===== src/fbpm_pkg.sv =====
// ----------------------------------------------------------------------------
// fbpm_pkg
// Shared types and constants of the frame buffer pool manager.
// ----------------------------------------------------------------------------
package fbpm_pkg;

  localparam int POOL_ENTRIES_DEF = 8;
  localparam int RING_DEPTH_DEF   = 8;

  localparam logic [32:0] ALIGN_ADD  = 33'd15;
  localparam logic [31:0] ALIGN_MASK = 32'hffff_fff0;

  typedef enum logic [2:0] {
    OP_CREATE  = 3'd0,
    OP_REQUEST = 3'd1,
    OP_ENQUEUE = 3'd2,
    OP_DEQUEUE = 3'd3,
    OP_QUERY   = 3'd4,
    OP_RELEASE = 3'd5
  } opcode_t;

  typedef enum logic [2:0] {
    REG_REGION_START  = 3'd0,
    REG_REGION_LENGTH = 3'd1,
    REG_REQUESTED     = 3'd2,
    REG_FRAME_WIDTH   = 3'd3,
    REG_FRAME_HEIGHT  = 3'd4
  } reg_index_t;

  typedef enum logic [2:0] {
    ST_IDLE,
    ST_SIZE,
    ST_LAYOUT,
    ST_TRIM,
    ST_DONE
  } state_t;

  // controller to datapath
  typedef struct packed {
    logic latch;     // capture opcode and index, size multiply
    logic simple;    // execute a simple opcode, or the first step of create
    logic init;      // set up create
    logic lay_step;  // write one entry
    logic trim_step; // check fit of top buffer
    logic finish;    // close create
  } cmd_t;

  // datapath to controller
  typedef struct packed {
    logic is_create;
    logic create_fail; // zero region or zero count
    logic lay_last;
    logic trim_done;
  } stat_t;

endpackage


===== src/fbpm_ctrl.sv =====
// ----------------------------------------------------------------------------
// fbpm_ctrl
// Command sequencer: simple commands, or the create walk.
// ----------------------------------------------------------------------------
module fbpm_ctrl
  import fbpm_pkg::*;
(
  input  logic  clk,
  input  logic  rst,
  input  logic  start,
  output logic  busy,
  input  stat_t stat,
  output cmd_t  cmd
);

  state_t state, state_next;

  always_ff @(posedge clk) begin
    if (rst) state <= ST_IDLE;
    else     state <= state_next;
  end

  always_comb begin
    state_next = state;
    unique case (state)
      ST_IDLE:   if (start) state_next = ST_SIZE;
      ST_SIZE: begin
        if (!stat.is_create || stat.create_fail) state_next = ST_IDLE;
        else state_next = ST_LAYOUT;
      end
      ST_LAYOUT: if (stat.lay_last) state_next = ST_TRIM;
      ST_TRIM:   if (stat.trim_done) state_next = ST_DONE;
      ST_DONE:   state_next = ST_IDLE;
      default:   state_next = ST_IDLE;
    endcase
  end

  always_comb begin
    cmd  = '0;
    busy = 1'b1;
    unique case (state)
      ST_IDLE: begin
        busy      = 1'b0;
        cmd.latch = start;
      end
      ST_SIZE: begin
        cmd.simple = 1'b1;
        cmd.init   = stat.is_create;
      end
      ST_LAYOUT: cmd.lay_step  = 1'b1;
      ST_TRIM:   cmd.trim_step = 1'b1;
      ST_DONE:   cmd.finish    = 1'b1;
      default:   busy = 1'b1;
    endcase
  end

  assert property (@(posedge clk) disable iff (rst)
    (state == ST_IDLE && start) |=> state == ST_SIZE)
    else $error("start not taken");
  assert property (@(posedge clk) disable iff (rst)
    state == ST_DONE |=> state == ST_IDLE)
    else $error("create did not close");
  // init rides along with simple in the size step
  assert property (@(posedge clk) disable iff (rst)
    $onehot0({cmd.latch, cmd.simple, cmd.lay_step, cmd.trim_step, cmd.finish}))
    else $error("commands overlap");

endmodule


===== src/fbpm_datapath.sv =====
// ----------------------------------------------------------------------------
// fbpm_datapath
// Pool entries, ring queue and result registers.
// ----------------------------------------------------------------------------
module fbpm_datapath
  import fbpm_pkg::*;
#(
  parameter int POOL_ENTRIES = POOL_ENTRIES_DEF,
  parameter int RING_DEPTH   = RING_DEPTH_DEF
) (
  input  logic        clk,
  input  logic        rst,
  input  cmd_t        cmd,
  output stat_t       stat,
  input  logic [2:0]  opcode,
  input  logic [7:0]  buffer_index,
  input  logic [31:0] region_start,
  input  logic [31:0] region_length,
  input  logic [7:0]  requested_buffers,
  input  logic [15:0] frame_width,
  input  logic [15:0] frame_height,
  output logic        done,
  output logic        status,
  output logic [7:0]  granted_index,
  output logic [31:0] buffer_addr,
  output logic [31:0] buffer_bytes,
  output logic [3:0]  buffers_made,
  output logic [2:0]  queue_slot
);

  localparam int PW = (POOL_ENTRIES > 1) ? $clog2(POOL_ENTRIES) : 1;
  localparam int CW = $clog2(POOL_ENTRIES + 1);
  localparam int RW = (RING_DEPTH > 1) ? $clog2(RING_DEPTH) : 1;
  localparam int FW = $clog2(RING_DEPTH + 1);
  localparam logic [CW-1:0] POOL_N = CW'(POOL_ENTRIES);
  localparam logic [FW-1:0] RING_N = FW'(RING_DEPTH);

  logic [31:0] entry_address [POOL_ENTRIES];
  logic [31:0] entry_bytes   [POOL_ENTRIES];
  logic [POOL_ENTRIES-1:0] entry_busy;
  logic [CW-1:0] usable_count;
  logic [RW-1:0] ring_write_ptr, ring_read_ptr;
  logic [FW-1:0] ring_fill;

  logic [2:0]  op;
  logic [7:0]  idx;
  logic [31:0] size;
  logic [33:0] limit;
  logic [CW-1:0] lay_i, n;
  logic [35:0] lay_addr;  // base + i*size, running sum
  logic [35:0] top_end;   // base + n*size

  // ring memory
  logic          ring_we;
  logic [7:0]    ring_rdata;
  logic [RW-1:0] ring_raddr;

  fbpm_ram #(.WIDTH(8), .DEPTH(RING_DEPTH)) u_ring (
    .clk   (clk),
    .we    (ring_we),
    .waddr (ring_write_ptr),
    .wdata (idx),
    .raddr (ring_raddr),
    .rdata (ring_rdata)
  );

  assign ring_raddr = ring_read_ptr;
  assign ring_we = cmd.simple && op == OP_ENQUEUE && ring_fill < RING_N;

  // lowest free usable entry
  logic          grant_ok;
  logic [PW-1:0] grant_i;
  always_comb begin
    grant_ok = 1'b0;
    grant_i  = '0;
    for (int i = POOL_ENTRIES - 1; i >= 0; i--) begin
      if (CW'(i) < usable_count && !entry_busy[i] &&
          entry_address[i] != '0 && entry_bytes[i] != '0) begin
        grant_ok = 1'b1;
        grant_i  = PW'(i);
      end
    end
  end

  logic          idx_ok;
  logic [PW-1:0] idx_p;
  logic          deq_ok;
  logic [PW-1:0] deq_p;
  assign idx_ok = {24'd0, idx} < 32'(POOL_ENTRIES);
  assign idx_p  = PW'(idx);
  assign deq_ok = {24'd0, ring_rdata} < 32'(POOL_ENTRIES);
  assign deq_p  = PW'(ring_rdata);

  logic [CW-1:0] req_n;
  assign req_n = ({24'd0, requested_buffers} > 32'(POOL_ENTRIES)) ? POOL_N
                 : CW'(requested_buffers);

  assign stat.is_create   = op == OP_CREATE;
  assign stat.create_fail = region_start == '0 || region_length == '0 || req_n == '0;
  assign stat.lay_last    = lay_i == n - CW'(1);
  assign stat.trim_done   = n == '0 || top_end <= {2'b0, limit};

  always_ff @(posedge clk) begin
    if (rst) begin
      entry_busy     <= '0;
      usable_count   <= '0;
      ring_write_ptr <= '0;
      ring_read_ptr  <= '0;
      ring_fill      <= '0;
      done           <= 1'b0;
      for (int i = 0; i < POOL_ENTRIES; i++) begin
        entry_address[i] <= '0;
        entry_bytes[i]   <= '0;
      end
    end else begin
      done <= 1'b0;
      if (cmd.latch) begin
        op   <= opcode;
        idx  <= buffer_index;
        size <= frame_width * frame_height;
      end
      if (cmd.simple) begin
        done          <= 1'b1;
        status        <= 1'b1;
        granted_index <= '0;
        buffer_addr   <= '0;
        buffer_bytes  <= '0;
        buffers_made  <= '0;
        queue_slot    <= '0;
        case (op)
          OP_CREATE: begin
            done         <= stat.create_fail;
            buffers_made <= 4'(usable_count);
            if (region_start != '0 && region_length != '0) begin
              usable_count <= req_n;
              if (req_n == '0) buffers_made <= '0;
            end
          end
          OP_REQUEST: if (grant_ok) begin
            entry_busy[grant_i] <= 1'b1;
            granted_index <= 8'(grant_i);
            status <= 1'b0;
          end
          OP_ENQUEUE: if (ring_we) begin
            queue_slot     <= 3'(ring_write_ptr);
            ring_write_ptr <= (ring_write_ptr == RW'(RING_DEPTH - 1)) ? '0
                              : ring_write_ptr + RW'(1);
            ring_fill <= ring_fill + FW'(1);
            status    <= 1'b0;
          end
          OP_DEQUEUE: if (ring_fill != '0) begin
            granted_index <= ring_rdata;
            if (deq_ok) begin
              buffer_addr  <= entry_address[deq_p];
              buffer_bytes <= entry_bytes[deq_p];
            end
            ring_read_ptr <= (ring_read_ptr == RW'(RING_DEPTH - 1)) ? '0
                             : ring_read_ptr + RW'(1);
            ring_fill <= ring_fill - FW'(1);
            status    <= 1'b0;
          end
          OP_QUERY: if (idx_ok && entry_address[idx_p] != '0 &&
                        entry_bytes[idx_p] != '0) begin
            buffer_addr  <= entry_address[idx_p];
            buffer_bytes <= entry_bytes[idx_p];
            status       <= 1'b0;
          end
          OP_RELEASE: if (idx_ok) begin
            entry_busy[idx_p] <= 1'b0;
            status <= 1'b0;
          end
          default: status <= 1'b1;
        endcase
      end
      if (cmd.init) begin
        lay_addr <= {3'b0, ({1'b0, region_start} + ALIGN_ADD) & {1'b1, ALIGN_MASK}};
        limit    <= {2'b0, region_start} + {2'b0, region_length};
        lay_i    <= '0;
        n        <= req_n;
      end
      if (cmd.lay_step) begin
        entry_bytes[PW'(lay_i)]   <= size;
        entry_address[PW'(lay_i)] <= lay_addr[31:0];
        entry_busy[PW'(lay_i)]    <= 1'b0;
        lay_addr <= lay_addr + {4'b0, size};
        lay_i    <= lay_i + CW'(1);
        // end of top buffer = last address + size
        top_end  <= lay_addr + {4'b0, size};
      end
      if (cmd.trim_step && !stat.trim_done) begin
        n       <= n - CW'(1);
        top_end <= top_end - {4'b0, size};
      end
      if (cmd.finish) begin
        done         <= 1'b1;
        usable_count <= n;
        buffers_made <= 4'(n);
        status       <= n == '0;
      end
    end
  end

  assert property (@(posedge clk) disable iff (rst)
    ring_fill <= RING_N) else $error("ring overfilled");
  assert property (@(posedge clk) disable iff (rst)
    usable_count <= POOL_N) else $error("usable count too large");
  assert property (@(posedge clk) disable iff (rst)
    ring_we |=> ring_fill != '0) else $error("push lost");

endmodule


===== src/fbpm_ram.sv =====
// ----------------------------------------------------------------------------
// fbpm_ram
// Generic single write, single read RAM with registered read.
// ----------------------------------------------------------------------------
module fbpm_ram #(
  parameter int WIDTH = 8,
  parameter int DEPTH = 8
) (
  input  logic                           clk,
  input  logic                           we,
  input  logic [(DEPTH>1?$clog2(DEPTH):1)-1:0] waddr,
  input  logic [WIDTH-1:0]               wdata,
  input  logic [(DEPTH>1?$clog2(DEPTH):1)-1:0] raddr,
  output logic [WIDTH-1:0]               rdata
);

  logic [WIDTH-1:0] mem [DEPTH];

  always_ff @(posedge clk) begin
    if (we) mem[waddr] <= wdata;
    rdata <= mem[raddr];
  end

endmodule


===== src/frame_buffer_pool_manager_core.sv =====
// sequence: request, enqueue, dequeue, query and release are latched in idle, run in
//   the size step and register their result; a create then walks layout, trim and done
// one command at a time: start is taken only when idle and no result is showing
// reset: synchronous; pool entries, busy flags, counts and ring pointers clear
// results are strobed for one cycle; the receiver cannot stall
// ----------------------------------------------------------------------------
// frame_buffer_pool_manager_core
// Frame buffer pool with a ring queue of filled frame indices.
// ----------------------------------------------------------------------------
module frame_buffer_pool_manager_core
  import fbpm_pkg::*;
#(
  parameter int POOL_ENTRIES = POOL_ENTRIES_DEF,
  parameter int RING_DEPTH   = RING_DEPTH_DEF
) (
  input  logic        clk,
  input  logic        rst,
  input  logic        start,
  output logic        busy,
  input  logic [2:0]  opcode,
  input  logic [7:0]  buffer_index,
  input  logic        cfg_valid,
  output logic        cfg_ready,
  input  logic [2:0]  cfg_index,
  input  logic [31:0] cfg_data,
  output logic        result_valid,
  output logic        status,
  output logic [7:0]  granted_index,
  output logic [31:0] buffer_addr,
  output logic [31:0] buffer_bytes,
  output logic [3:0]  buffers_made,
  output logic [2:0]  queue_slot
);

  logic [31:0] region_start, region_length;
  logic [7:0]  requested_buffers;
  logic [15:0] frame_width, frame_height;
  cmd_t  cmd;
  stat_t stat;
  logic  ctrl_busy;

  assign cfg_ready = 1'b1;
  assign busy = ctrl_busy || result_valid;

  always_ff @(posedge clk) begin
    if (rst) begin
      region_start      <= '0;
      region_length     <= '0;
      requested_buffers <= '0;
      frame_width       <= '0;
      frame_height      <= '0;
    end else if (cfg_valid) begin
      unique case (cfg_index)
        REG_REGION_START:  region_start      <= cfg_data;
        REG_REGION_LENGTH: region_length     <= cfg_data;
        REG_REQUESTED:     requested_buffers <= cfg_data[7:0];
        REG_FRAME_WIDTH:   frame_width       <= cfg_data[15:0];
        REG_FRAME_HEIGHT:  frame_height      <= cfg_data[15:0];
        default: ;
      endcase
    end
  end

  fbpm_ctrl u_ctrl (
    .clk  (clk),
    .rst  (rst),
    .start(start && !result_valid),
    .busy (ctrl_busy),
    .stat (stat),
    .cmd  (cmd)
  );

  fbpm_datapath #(.POOL_ENTRIES(POOL_ENTRIES), .RING_DEPTH(RING_DEPTH)) u_dp (
    .clk              (clk),
    .rst              (rst),
    .cmd              (cmd),
    .stat             (stat),
    .opcode           (opcode),
    .buffer_index     (buffer_index),
    .region_start     (region_start),
    .region_length    (region_length),
    .requested_buffers(requested_buffers),
    .frame_width      (frame_width),
    .frame_height     (frame_height),
    .done             (result_valid),
    .status           (status),
    .granted_index    (granted_index),
    .buffer_addr      (buffer_addr),
    .buffer_bytes     (buffer_bytes),
    .buffers_made     (buffers_made),
    .queue_slot       (queue_slot)
  );

endmodule

===== config.mk =====
export PLATFORM = sky130hd
export DESIGN_NAME = frame_buffer_pool_manager_core
export DESIGN_NICKNAME = d
export VERILOG_FILES = /design/src/fbpm_pkg.sv /design/src/fbpm_ctrl.sv /design/src/fbpm_datapath.sv /design/src/fbpm_ram.sv /design/src/frame_buffer_pool_manager_core.sv
export SDC_FILE = /design/constraint.sdc
export NUM_CORES = 2
export LEC_CHECK = 0
export ABC_AREA = 1
export BUFFER_PORTS_ARGS = -buffer_cell sky130_fd_sc_hd__buf_2
export CAP_MARGIN = 30
export CORE_MARGIN = 10
export CORE_UTILIZATION = 50
export DETAILED_ROUTE_END_ITERATION = 10
export PLACE_DENSITY = 0.68
export RECOVER_POWER = 25
export SLEW_MARGIN = 0
export SYNTH_ARGS = -nofsm -noshare
export SYNTH_HDL_FRONTEND = slang
export SYNTH_HIERARCHICAL = 1
export SYNTH_SLANG_ARGS = --single-unit

===== constraint.sdc =====
create_clock -name clk -period 5.7 [get_ports clk]
set_input_delay 1.14 -clock clk [delete_from_list [all_inputs] [get_ports clk]]
set_output_delay 1.14 -clock clk [all_outputs]
set_load 0.02 [all_outputs]

=== After elaboration in Yosys (flattened, before gate mapping) ===
Memories as Yosys holds them, arrays and structs flattened. A register that Yosys moved wholly into a read port is not among the register bits.
Cells that the tools add are included.

* Output and inout bits: 83
* Input bits: 50
* Memory bits (writable): 576
* Memories: 3
* Logic and storage cells: 290
* Flip-flop bits (word level): 367

{| class="wikitable"
|+ Memories
! name !! depth !! width !! rd ports !! clocked after memory_dff !! wr ports !! line !! source
|-
| u_dp.entry_address || 8 || 32 || 10 || 1 || 8 || fbpm_datapath.sv:38 || <nowiki>logic [31:0] entry_address [POOL_ENTRIES];</nowiki>
|-
| u_dp.entry_bytes || 8 || 32 || 10 || 1 || 8 || fbpm_datapath.sv:39 || <nowiki>logic [31:0] entry_bytes [POOL_ENTRIES];</nowiki>
|-
| u_dp.u_ring.mem || 8 || 8 || 1 || 1 || 1 || fbpm_ram.sv:17 || <nowiki>logic [WIDTH-1:0] mem [DEPTH];</nowiki>
|}

* Order comparisons: 19
* Equality and inequality tests: 21
* Multiply operators: 1
* Reduce and logical (&&, ||, !) cells: 105
* Add/sub/neg operators: 10
* Mux-type cells: 99
* Bitwise logic cells: 6

{| class="wikitable"
|+ Operator list
! kind !! number
|-
| nonzero test 32 bit || 20
|-
| two-way mux 32 bit || 8
|-
| two-way mux 36 bit || 4
|-
| one-hot mux 32 bit (2 select lines) || 2
|-
| zero test 32 bit || 2
|-
| two-way mux 4 bit || 16
|-
| OR reduction 32 bit || 2
|-
| two-way mux 3 bit || 18
|-
| two-way mux 8 bit || 6
|-
| adder 36 x 32 -> 36 bit || 1
|-
| less-or-equal comparator 36 x 34 -> 1 bit || 1
|-
| subtractor 36 x 32 -> 36 bit || 1
|-
| two-way mux 1 bit || 35
|-
| logical AND 1 bit || 34
|-
| adder 32 x 32 -> 33 bit || 1
|-
| adder 32 x 4 -> 33 bit (second input constant) || 1
|-
| multiplier 16 x 16 -> 32 bit || 1
|-
| one-hot mux 8 bit (2 select lines) || 2
|-
| AND reduction 2 bit || 13
|-
| == test 3 x 2 -> 1 bit (second input constant) || 6
|-
| == test 3 bit (second input constant) || 6
|-
| bitwise AND 8 bit || 2
|-
| less-than comparator 3 x 4 -> 1 bit (first input constant) || 4
|-
| less-than comparator 8 x 4 -> 1 bit (second input constant) || 2
|-
| 29 further kinds || 73
|}

=== Depth between registers and ports, before layout ===
* Word-level depth: 23
* Mapped depth: 27
* Depth with buffers taken out: 25

=== Modules after synthesis ===
Netlist, hierarchy kept.

{| class="wikitable"
|+ By module, submodules not included
! module !! times used !! area an instance (sq um) !! cells an instance !! seq. area each (sq um)
|-
| fbpm_datapath || 1 || 54317.1 || 6641 || 22982.0
|-
| frame_buffer_pool_manager_core || 1 || 4229.1 || 617 || 2082.0
|-
| fbpm_ram || 1 || 3050.4 || 303 || 2082.0
|-
| fbpm_ctrl || 1 || 239.0 || 37 || 60.1
|}

=== Worst setup path after synthesis ===
Ideal clock, no wire load.

* Kind: reg-to-reg
* Start: register frame_width[7]
* End: register u_dp.size[23] (data pin)
* Path slack: -0.031 ns
* Clock period less this slack: 5.731 ns
* Path buffers: 2
* Arrival time: 5.472 ns
* Setup time: 0.259 ns
* Stages on the path, launching flop included: 25
* Required time: 5.441 ns
* Cell sequence: dfxtp_1 > clkbuf_1 > clkbuf_1 > nand2_1 > fa_1 > inv_1 > fa_1 > inv_1 > fa_1 > inv_1 > fa_1 > fa_1 > inv_1 > fa_1 > inv_1 > ha_1 > a21oi_1 > inv_1 > a31oi_1 > o211ai_1 > a21oi_1 > o21ai_0 > nand3_1 > nand2_1 > xor2_1

* Longest elaborated chain between the ends: 1

{| class="wikitable"
|+ RTL lines
! item !! line !! source
|-
| from (decl) || frame_buffer_pool_manager_core.sv:37 || <nowiki>logic [15:0] frame_width, frame_height;</nowiki>
|-
| from (signal assigned) || frame_buffer_pool_manager_core.sv:57 || <nowiki>REG_FRAME_WIDTH: frame_width <= cfg_data[15:0];</nowiki>
|-
| multiplier 16 x 16 -> 32 bit || fbpm_datapath.sv:120 || <nowiki>size <= frame_width * frame_height;</nowiki>
|-
| to (signal assigned) || fbpm_datapath.sv:120 ||
|-
| to (decl) || fbpm_datapath.sv:47 || <nowiki>logic [31:0] size;</nowiki>
|}

No other way between the ends.
A chain may end at the register's enable or synchronous reset.

=== Worst setup path in the final report ===
* Start: register frame_width[5]
* End: register u_dp.size[21] (data pin)

Same word-level chain as after synthesis.

==> impl_metrics.yaml <==
layout:
  final_common_cell: "nand2_1"
  layout-drive-gt1-share_pct: 5.68
  fin_nets: 8073
  area_delta_synth_final_pct: 9.57
  diodes: 0
  layout_common_cells: "nand2_1 (1417), nor2_1 (1321), inv_1 (912), edfxtp_1 (812), o21ai_0 (605)"
  fillers: 11200
  stdcell_count: 9296
sta:
  fin_hold_ws_ns: 0.494
  post-route-period-util_pct: 95.5
  setup_viol: 0
  clock_skew_ns: 0.0690
  final_hold_viol_count: 0
  relSlewSlack_pct: -106
  worst_slack_ns: 0.255
  tightestPinTransition_ns: 3.08
  slew_violations: 384
  fmax_mhz: 184
  period_minus_slack_ns: 5.44
die:
  io_pins: 133
  die_h_um: 372
  die_w_um: 372
  rows: 128
  core_area_um2: 122000
  die-area_um2: 138000
  initial_core_util_pct: 50.5
synthesis:
  yosysWarnings: 6
  synth_async_sr_flop_share_pct: 0
  synth_cell_types: 58
  ys_seq_area_share_pct: 44.0
  synth-adder-area-share_pct: 11.3
  synth-main-ff-cell: "edfxtp_1"
  synth-simple-area-share_pct: 21.9
  syn_nets: 8087
  avgSynthCellArea_um2: 8.14
  synth_mux_area_share_pct: 0.0324
  synth_top_family_by_area: "simple AND/OR/NAND/NOR gates"
  synth_cells: 7598
  syn-cell-area_um2: 61800
  ys_seq_elements: 953
  synth_enable_flop_cells: 812
  synth_compound_gate_area_share_pct: 12.0
  synthXorXnorAreaFrac_pct: 2.01
worst_setup_path:
  slowest_delay_ns: 0.56
  critPathSlowestCell: "fa_1"
  critPathKind: "reg2reg"
  crit_path_cell_trace: "buf_4 -> buf_4 -> nand2_1 -> fa_1 -> inv_1 -> fa_1 -> fa_1 -> fa_1 -> fa_1 -> inv_1 -> fa_1 -> inv_1 -> ha_1 -> buf_4 -> a21o_1 -> nand3_1 -> o211ai_1 -> a21oi_2 -> o21ai_1 -> buf_4 -> xor2_1"
  worstSetupStartpoint: "frame_width[5]"
  crit_path_end_kind: "register"
  rr_startpoint: "frame_width[5]"
  cp_max_fo: 5
  cp.arrival_ns: 5.88
  reg2reg_depth: 21
  critPathMostFrequentCell: "fa_1"
  start_kind: "register"
  worst_ep_required_time_ns: 6.13
placed_design:
  io_buffer_count: 131
  post-place-ws_ns: -0.0375
  dp_hpwl_mm: 145
  gp_congestion: 1.00
  dp_cells: 9100
power:
  switchingPower_mw: 7.76
  clkPwrFrac_pct: 32.5
  internal-power_mw: 14.1
  seq_power_share_pct: 40.5
  fin_total_pwr_mw: 21.9
  leakage_nw: 29.4
  comb_power_share_pct: 27.1
  peakVddDrop_v: 0.000279
  powerDensity_nw_per_um2: 323
  p_sw_share_pct: 35.5
run:
  drv_cap: 7
detailed_routing:
  firstDrtPassIters: 7
  met2_length_mm: 91.5
  route.met3.wl_mm: 20.1
  wl_per_cell_um: 21.8
  top_layer: "met5"
  drtAntennaViolNets: 0
  drt-met1-wl_mm: 80.3
  via_count: 53900
  route.detailed.drc: 0
  drt-initial-drc-count: 6959
  finalWirelength_mm: 203
  via_per_inst: 5.80
min_path:
  hp-start: "u_dp/entry_busy[4]"
  holdPathStages: 2
  min-delay-path-class: "reg2reg"
global_route:
  globalRouteOverflowTotal: 0
  grt_pass1_vias: 51500
  track_usage_pct: 28.4
  grt_max_degree: 246
  antenna_found_initial: 6
  grt_pass1_wl_mm: 305
clocking:
  tritoncts: "yes"
  worstSkewPairLatency_ns: 0.74
  cts-root-buf: "clkbuf_16"
  clk_pin_slew_ns: 0.06
  clockBufferDepth: 3
  numClockSinks: 953
  cts_made_buffers: 105
  htreeDepth: 3
status:
  outcome: "finished with violations"
  failed_checks: "max-capacitance violations, max-slew violations"
[power groups by stage]
stage | registers [mW] | clock network (mW) | logic (mW)
3_5_place_dp | 8.97 | 0 | 5.76
3_3_place_gp | 8.95 | 0 | 5.68
5_1_grt | 8.88 | 7.45 | 6.41
4_1_cts | 8.82 | 7.17 | 5.79
6_report | 8.85 | 7.09 | 5.91
2_1_floorplan | 8.82 | 0 | 3.88
[sequential cells by signal, indices dropped and copies added, names as in the netlist, 16 cells and up, named ones only]
| register | flops |
|---|---|
| frame_height | 16 |
| u_dp/u_ring/mem | 64 |
| u_dp/top_end | 36 |
| u_dp/buffer_addr | 32 |
| region_length | 32 |
| region_start | 32 |
| frame_width | 16 |
| u_dp/buffer_bytes | 32 |
| u_dp/entry_bytes | 256 |
| u_dp/size | 32 |
| u_dp/entry_address | 256 |
| u_dp/limit | 33 |
| u_dp/lay_addr | 36 |
[repair_timing]
action	in CTS	in global routing
setup endpoints to repair	5	15
pin swaps	0	3
hold buffers	0	0
buffers inserted	0	0
gates resized for setup	3	48
[metrics by stage]
step	util (%)	instance area, um2	setup TNS, ns
after floorplan	-	61800	0
after global placement	52.4	64100	-0.0139
after detailed placement	52.5	64200	-0.109
after CTS	55.4	67800	0
after global routing	55.4	67800	-0.00784
final	55.4	67800	0
[metal layers]
| layer | up-vias | global-route usage [%] |
|---|---|---|
| met5 | - | 0 |
| met4 | 10 | 13.5 |
| met3 | 532 | 4.60 |
| met2 | 2941 | 45.4 |
| met1 | 25400 | 37.6 |
| li1 | 25000 | - |
[final timing paths]
kind	slack, ns	to
max	0.26	u_dp/size[21]
min	0.49	u_dp/entry_busy[4]
max reg2reg	0.26	u_dp/size[21]
min reg2reg	0.49	u_dp/entry_busy[4]
[cell families after synthesis]
| family | count (synthesis) |
|---|---|
| and+or+nand+nor | 3342 |
| AOI/OAI and AO/OA | 1367 |
| buffers and inverters | 1352 |
| DFF | 953 |
| adders and majority gates | 439 |
| xor gates and xnor gates | 142 |
| muxes | 2 |
| other | 1 |
[cell usage after synthesis (4+ instances only)]
cell type  instances  area (um2)
nor4_1            28         175
inv_2              9        33.8
xnor2_1           52         455
a21oi_1          490        2450
a221oi_1           5        43.8
buf_1             28         105
fa_1             198        3960
clkinv_1          34         128
nand3_2            4        40.0
o22ai_1            6        37.5
nor3_1            51         255
nor2_4             5        56.3
a211oi_1           9        67.6
ha_1             241        3020
edfxtp_1         812       24400
clkbuf_1         251         942
o21ai_0          608        3040
o211ai_1         125         938
nand4_1          101         632
o21ai_1           20         100
buf_4             21         158
o21a_1            18         135
dfxtp_1          141        2820
inv_1            912        3420
nand3_1          387        1940
o31ai_1            5        37.5
a21o_1             7        52.6
o21bai_1           7        52.6
buf_6             19         214
nand2_1         1426        5350
a21boi_0           8        60.1
a31oi_1           40         250
xor2_1            90         788
buf_2             77         385
a32oi_1            5        43.8
nor2_1          1320        4950
nor2_2             6        37.5
[worst max-delay path: cells and delay by family (launching register included)]
family,cells,cell delay [ns]
AOI/OAI and AO/OA,4,0.59
adders and majority gates,7,3.22
buffers and inverters,7,0.74
DFF,1,0.36
and+or+nand+nor,2,0.14
xor gates and xnor gates,1,0.14
[layout make-up]
| cell class | instances | area, um2 | share of cell area [%] |
|---|---|---|---|
| timing repair buffer | 275 | 1800 | 2.66 |
| sequential | 953 | 27300 | 40.2 |
| clock inverter | 58 | 713 | 1.05 |
| inverter | 956 | 3600 | 5.31 |
| multi-input combinational | 5293 | 29500 | 43.5 |
| clock buffer | 136 | 2870 | 4.23 |
| tap | 1625 | 2030 | 3.00 |
Note: power is estimated with default switching activity, not from simulation.
